==> src/design/fla_ram.sv <==
// Generic single-port RAM with registered read data.
// No dependencies.
module fla_ram #(
  parameter int WIDTH = 8,
  parameter int DEPTH = 16
) (
  input  logic                     clk_i,
  input  logic                     we_i,
  input  logic [$clog2(DEPTH)-1:0] addr_i,
  input  logic [WIDTH-1:0]         wdata_i,
  output logic [WIDTH-1:0]         rdata_o
);
  logic [WIDTH-1:0] mem_q [DEPTH];

  always_ff @(posedge clk_i) begin
    if (we_i) begin
      mem_q[addr_i] <= wdata_i;
    end
    rdata_o <= mem_q[addr_i];
  end
endmodule

==> config.mk <==
export PLATFORM = sky130hd
export DESIGN_NAME = fla_ram
export DESIGN_NICKNAME = d
export VERILOG_FILES = /design/src/design/fla_ram.sv
export SDC_FILE = /design/constraint.sdc
export NUM_CORES = 1
export LEC_CHECK = 0
export BUFFER_PORTS_ARGS = -buffer_cell sky130_fd_sc_hd__buf_2
export CELL_PAD_IN_SITES_DETAIL_PLACEMENT = 0
export CELL_PAD_IN_SITES_GLOBAL_PLACEMENT = 1
export CORE_UTILIZATION = 56
export CTS_BUF_LIST = sky130_fd_sc_hd__clkbuf_4
export DETAILED_ROUTE_END_ITERATION = 8
export PLACE_DENSITY = 0.91
export SLEW_MARGIN = 40
export SYNTH_ARGS = -nofsm -noshare
export SYNTH_HDL_FRONTEND = slang
export SYNTH_SLANG_ARGS = --single-unit
==> constraint.sdc <==
create_clock -name clk_i -period 2.2 [get_ports clk_i]
set_input_delay 0.33 -clock clk_i [delete_from_list [all_inputs] [get_ports clk_i]]
set_output_delay 0.33 -clock clk_i [all_outputs]
set_load 0.005 [all_outputs]
==> impl_results.md, run 1 <==
* Run status: finished clean
* Global-route wire length before repair at approximately 15 mm
* Synthesized area per cell at 22.0 um^2
* 1st-pass router iterations at 4
* TritonCTS Sinks at 136
* Clk buf depth at 2
* Max-slew violation count at 0
* Routed Antenna Nets at 0
* Final setup viols at 0
* Maxcap violations at 0
* Leak Pwr at 1.97 nW
* Die Y at 97.1 um
* Slew margin rel. at between 50 and 60%
* Final GP Congestion at 0.770
* Peak supply drop at 416 uV
* Seq/Total Area, Yosys at 79.0%
* Routed WL at 9.49 mm
* Synth-to-layout area growth at 15.6%
* Average wire per standard cell at 23.2 um
* Final setup skew at roughly 0.017 ns
* Worst Path Required at 2.60 ns
* CP Launch Type: flip-flop
* Placeable Area at around 8700 um^2
* Vias per inst at 5.93
* DRC at 0
* CTS Hold Buffers Added at 0
* Post-layout util at 67.2%
* Htree depth at 4
* Crit Path Max Fanout at 1
* Count of input and output buffers at 21
* CTS Root Cell: clkbuf_4
* Starting Density at about three fifths
* Critical path arrival at 1.79 ns
* Total Power at 0.00512 W
* Die Wd at 97.1 um
* Via count at 2427
* Antenna violations before repair at 0
* Gr ovfl total at 0
* Tmin final at 1.39 ns
* Worst Max-Slew Pin Slew at around 0.73 ns
* Slowest stage cell, crit path: mux4_2
* GRT Overall Usage at a little under a quarter
* Row count at 34
* CP peak stage delay at 0.51 ns
* Pin count of the biggest net entering global routing at 21
* Crit share post-route at ~63%
* Mapped cell area at about 5100 um^2
* CTS Buf Count at 17
* Postcts setup bufs at 0
* Min-Delay Path Class: in -> reg
* Share of layout cells above drive strength 1 at 38.2%
* Crit Path Class: reg -> reg
* Post_cts resized at 0
* First DRT Iteration DRCs at 199
* Buf/Inv on CP at 0
* Post-DP Area at 5500 um^2
* Fin Setup TNS at 0 ns
* Top Family by Delay on Critical Path: multiplexers
* Worst-Skew Late Latency at 0.52 ns
* Num ports at 22
* Vias in the first global route at 2553
* Detailed placement HPWL at 6.27 mm
* Final Hold Viols at 0
* Syn_nets at about 240
* Synth warn at 0
* Worst-path clk slew at ~0.13 ns
* Synthesis-stage register bit count at ~140
* Ant. Diodes at 0
* Fmax at between 0.7 and 0.8 GHz
* Nets at approximately 300
* Unrepaired setup endpoints after global routing: false
* Fin area at 5860 um^2
* TritonCTS clock tree: built
* Pwr dens at approximately 870 nW/um^2
* Final worst slack at 0.809 ns
* Worst Setup End Kind: flip-flop
* # fillers at 519
* Yosys cell types at 18
* Die Area at 9430 um^2
* DP Worst Slack at 0.235 ns
* Gate Count Post-Synth at 230
* CP cell instances: mux4_2 > a22oi_1 > nand2_1
-- stage by stage --
| step | std cells | hold slack (ns) |
|---|---|---|
| finish | 409 | 0.185 |
| global route | 409 | 0.148 |
| global placement | 377 | 0.659 |
| CTS | 409 | 0.147 |
| floorplan | 230 | 0.429 |
| detailed placement | 377 | 0.665 |
-- state kept, by name (all words and copies together), names as in the netlist --
name	count
mem_q	128
rdata_o	8
-- routing by layer --
metal  global-route usage (%)  routed length (um)  share of wire (%)  vias up
li1                         -                   -                  -     1085
met1                     30.7                3780                 40     1233
met2                     36.1                4910                 52      100
met3                     5.83                 697                7.3        9
met4                     7.69                 102                1.1        0
met5                        0                   0                  0        -
-- power by group --
part           internal (W)  switching, W
clock               0.00104      0.000896
combinational      0.000123      0.000150
sequential          0.00289     0.0000184
total               0.00406       0.00106
-- cells by family after synthesis --
logic type             share of synthesized area (%)
multiplexers                                    14.2
buffers and inverters                           1.19
flip-flops                                      79.0
AO/OA/AOI/OAI                                   2.37
AND/OR/NAND/NOR                                 3.21
-- worst paths after layout --
check                         start                      to  slack, ns  cells after the start
max          mem_q[15][5]$_DFFE_PP_      rdata_o[5]$_DFF_P_       0.81                      3
min                      wdata_i[1]  mem_q[11][1]$_DFFE_PP_       0.19                      1
max reg2reg  mem_q[15][5]$_DFFE_PP_      rdata_o[5]$_DFF_P_       0.81                      3
min reg2reg  mem_q[15][1]$_DFFE_PP_      rdata_o[1]$_DFF_P_       0.68                      3
-- cells in the mapped netlist --
| master | count | area [um^2] |
|---|---|---|
| nand2_1 | 9 | 33.8 |
| nand3b_1 | 2 | 15.0 |
| nor2b_1 | 2 | 12.5 |
| or3b_2 | 1 | 8.76 |
| a22oi_1 | 16 | 120 |
| clkbuf_1 | 2 | 7.51 |
| buf_6 | 2 | 22.5 |
| nand2b_1 | 2 | 12.5 |
| dfxtp_1 | 8 | 160 |
| nor2_1 | 13 | 48.8 |
| edfxtp_1 | 128 | 3840 |
| and2_1 | 1 | 6.26 |
| mux4_2 | 32 | 721 |
| nand3_1 | 1 | 5.00 |
| nor3_1 | 4 | 20.0 |
| buf_1 | 4 | 15.0 |
| clkbuf_2 | 1 | 5.00 |
| buf_2 | 2 | 10.0 |
-- cells in the final DEF (no fill, tap or decap), types with 4 or more instances in the layout --
cell type  count
mux4_2        32
nand2_1        9
a22oi_1       16
nor3_1         4
buf_2         21
dfxtp_1        8
edfxtp_1     128
buf_4         26
bufinv_16      5
clkbuf_4      18
nor2_1        13
-- layout make-up --
class                           count  area, um^2  area share (%)
Timing Repair Buffer               50         360            6.15
Clock buffer                       18         135            2.31
Tap cell                          108         135            2.31
Multi-Input combinational cell     83        1000            17.1
Clock inverter                     14         220            3.76
Sequential cell                   136        4000            68.3
(Power assumes the default switching activity.)
==> run 2, diff against run 1 <==
--- a/config.mk
+++ b/config.mk
@@ -5,13 +5,14 @@
 export SDC_FILE = /design/constraint.sdc
 export NUM_CORES = 1
 export LEC_CHECK = 0
+export ABC_AREA = 1
 export BUFFER_PORTS_ARGS = -buffer_cell sky130_fd_sc_hd__buf_2
 export CELL_PAD_IN_SITES_DETAIL_PLACEMENT = 0
 export CELL_PAD_IN_SITES_GLOBAL_PLACEMENT = 1
-export CORE_UTILIZATION = 56
+export CORE_UTILIZATION = 46
 export CTS_BUF_LIST = sky130_fd_sc_hd__clkbuf_4
 export DETAILED_ROUTE_END_ITERATION = 8
-export PLACE_DENSITY = 0.91
+export PLACE_DENSITY = 0.88
 export SLEW_MARGIN = 40
 export SYNTH_ARGS = -nofsm -noshare
 export SYNTH_HDL_FRONTEND = slang
==> constraint.sdc (replaced) <==
create_clock -name clk_i -period 1.25 [get_ports clk_i]
set_input_delay 0.1875 -clock clk_i [delete_from_list [all_inputs] [get_ports clk_i]]
set_output_delay 0.1875 -clock clk_i [all_outputs]
set_load 0.005 [all_outputs]
==> run 2 against run 1 <==
Compared with the run above:
- the run now ends with DRC left
- sequential cell count stayed put
- power is 67% higher
- register-to-register slack worse by 0.55 ns
- clock power is 41% higher
- critical path depth is 2 lower
- first-iteration DRC count is 5.5% lower
- final area is 11% higher
- clock-buffer cell count stayed put
- final cell count is 82% higher
- combinational power grew to 2.7 times the previous value
- setup slack worse by 0.72 ns
- via count is 49% higher
- critical endpoint is now rdata_o[2]
- largest cell class unchanged
==> impl_results.md, run 2 <==
* CP Launch Type: flip-flop
* Ant. Diodes at 0
* Commonest non-fill, non-tap cell in the layout: nand2_1
* Vias per inst at 4.84
* Buf/Inv on CP at 1
* Clk buf depth at 2
* Final GP Congestion at 0.830
* CP cell instances: buf_2
* Starting Density at ~48%
* Global-route wire length before repair at 19.4 mm
* GRT Overall Usage at 21.0%
* Max FFs per register at 128
* Total Power at 0.00857 W
* Met2 WL post-DR at 5.92 mm
* DRC at 2
* Sequential cell area at 4000 um^2
* Reg-to-reg setup timing slack at 0.26 ns
* Worst R2R Start: mem_q[15][6]$_DFFE_PP_
* Synthesized area per cell at between 10 and 15 um^2
* Worst-Skew Late Latency at approximately 0.52 ns
* Nets at between 600 and 700
* Sw Share at 23.9%
* Min-Delay Path Class: in -> reg
* Top post-synthesis cells by area: edfxtp_1 69%, nand2_1 23%, dfxtp_1 2.9%
* Maxcap violations at 0
* Via count at 3608
* Most frequent cells in the layout: 346 x nand2_1, 128 x edfxtp_1, 21 x inv_1, 21 x buf_2, 18 x clkbuf_4
* Flop pwr share at 59.7%
* Crit path launch: rdata_o[2]$_DFF_P_
* Tmin final at 1.16 ns
* Largest Register: mem_q
* Synthesis-stage register bit count at 136
* Yosys cell types at 11
* Synth top cells by count: 346 x nand2_1, 128 x edfxtp_1, 21 x inv_1
* Crit path capture: rdata_o[2]
* Routed WL at 12.0 mm
* Worst-path clk slew at 0.12 ns
* Final setup viols at 0
* Failing checks: DRC
* Detailed placement HPWL at slightly above 8 mm
* Syn_nets at 562
* Postcts setup bufs at 0
* Crit Path Max Fanout at 1
* Unrepaired setup endpoints after global routing: false
* CP peak stage delay at approximately 0.34 ns
* Vias in the first global route at 3755
* Slew margin rel. at 73.8%
* Crit share post-route at about 93%
* 1st-pass router iterations at 6
* Fin cells at 746
* Length in cells of the worst reg-to-reg path at 8
* Instance count on the critical path at 1
* Routed Antenna Nets at 0
* CTS Hold Buffers Added at 0
* Synth warn at 0
* Ys async rst share at 0%
* Antenna violations before repair at 0
* Crit Path Class: reg -> out
* Sw power at 0.00205 W
* Gr ovfl total at 0
* DR top layer: met4
* Run status: finished with violations
* CTS Buf Count at 17
* Post_cts resized at 0
* TritonCTS Sinks at 136
* Routed wl met3 at 456 um
* Pint at between 0.006 and 0.007 W
* EDFF count, synth at 128
* Slowest stage cell, crit path: dfxtp_1
* CTS Root Cell: clkbuf_4
* Mapped cell area at 5590 um^2
* WL met1 at 5.43 mm
* Logic pwr share at about 8.5%
* Primary FF master, synth: edfxtp_1
* Leak Pwr at 2.73 nW
* Share of layout cells above drive strength 1 at approximately 16%
* Reg-to-reg endpoint: rdata_o[6]$_DFF_P_
* Pin count of the biggest net entering global routing at 27
* Die Y at ~110 um
* Count of input and output buffers at 21
* Worst Setup End Kind: output pin
* Seq/Total Area, Yosys at 71.6%
* Synth-to-layout area growth at 16.0%
* Area leader, netlist: edfxtp_1
* Placed Cells at approximately 710
* # fillers at 1010
* Top-count cell post-synth: nand2_1
* Htree depth at 4
* Multi-input logic area at roughly 1600 um^2
* Max-slew violation count at 0
* Fmax at 0.862 GHz
* Worst Max-Slew Pin Slew at 0.392 ns
* Biggest regs: mem_q x128, rdata_o x8
* Critical path arrival at 0.97 ns
* Yosys top cell area share at 68.7%
* Top Family by Delay on Critical Path: flip-flops
* Row count at 39
* Final setup skew at 0.0208 ns
* Num ports at 22
* Die Wd at 112 um
* Gate Count Post-Synth at 548
* Die Area at 12600 um^2
* Final Hold Viols at 0
* TritonCTS clock tree: built
* Clock power share at 31.8%
* Worst Path Required at 1.06 ns
* Average wire per standard cell at approximately 16 um
* Peak supply drop at 718 uV
* Pwr dens at 1320 nW/um^2
* First DRT Iteration DRCs at 188
* Placeable Area at between 10000 and 15000 um^2
[run 2: how the worst min path moves through the flow]
stage	startpoint	to	slack [ns]	cells past startpoint
floorplan	wdata_i[0]	mem_q[0][0]$_DFFE_PP_	0.29	0
global placement	rdata_o[5]$_DFF_P_	rdata_o[5]	0.56	1
detailed placement	rdata_o[5]$_DFF_P_	rdata_o[5]	0.56	1
CTS	wdata_i[5]	mem_q[2][5]$_DFFE_PP_	0.04	1
global route	wdata_i[5]	mem_q[2][5]$_DFFE_PP_	0.03	1
finish	wdata_i[5]	mem_q[2][5]$_DFFE_PP_	0.07	1
[run 2: per-layer routing]
layer / global-route usage (%) / vias to the layer above
li1: - / 1840
met4: 6.84 / 0
met2: 35.7 / 69
met1: 26.8 / 1687
met3: 4.64 / 12
met5: 0 / -
[run 2: per-stage QoR]
stage / worst slack [ns] / hold slack (ns) / setup TNS [ns] / cell area (um^2) / utilization (%)
after floorplan: 0.00814 / 0.286 / 0 / 5780 / -
after global placement: -0.144 / 0.564 / -5.79 / 6220 / 53.6
after detailed placement: -0.142 / 0.564 / -8.03 / 6220 / 53.6
after CTS: 0.0527 / 0.0384 / 0 / 6490 / 55.9
after global routing: 0.0146 / 0.0316 / 0 / 6490 / 55.9
final: 0.0894 / 0.0711 / 0 / 6490 / 55.9
[run 2: power groups by stage]
stage	clock, W	sequential [W]	combinational [W]
floorplan	0	0.00522	0.000398
finish	0.00273	0.00511	0.000726
global placement	0	0.00522	0.000723
detailed placement	0	0.00522	0.000732
global route	0.00296	0.00513	0.000811
CTS	0.00278	0.00512	0.000736
[run 2: kinds of logic (layout without fill, tap and decap cells)]
logic type    Yosys count  after routing  share of synthesized area (%)
flops                 136            136                           71.6
buf+inv                44             99                           3.62
simple gates          368            368                           24.8
[run 2: cell type report]
cell class / count / share of cell area, %
inverters: 23 / 1.33
clock buffers: 18 / 2.08
repair buffers: 44 / 6.02
clock inverters: 14 / 2.04
well taps: 143 / 2.76
multi-input cells: 368 / 24.1
flip-flops and latches: 136 / 61.7
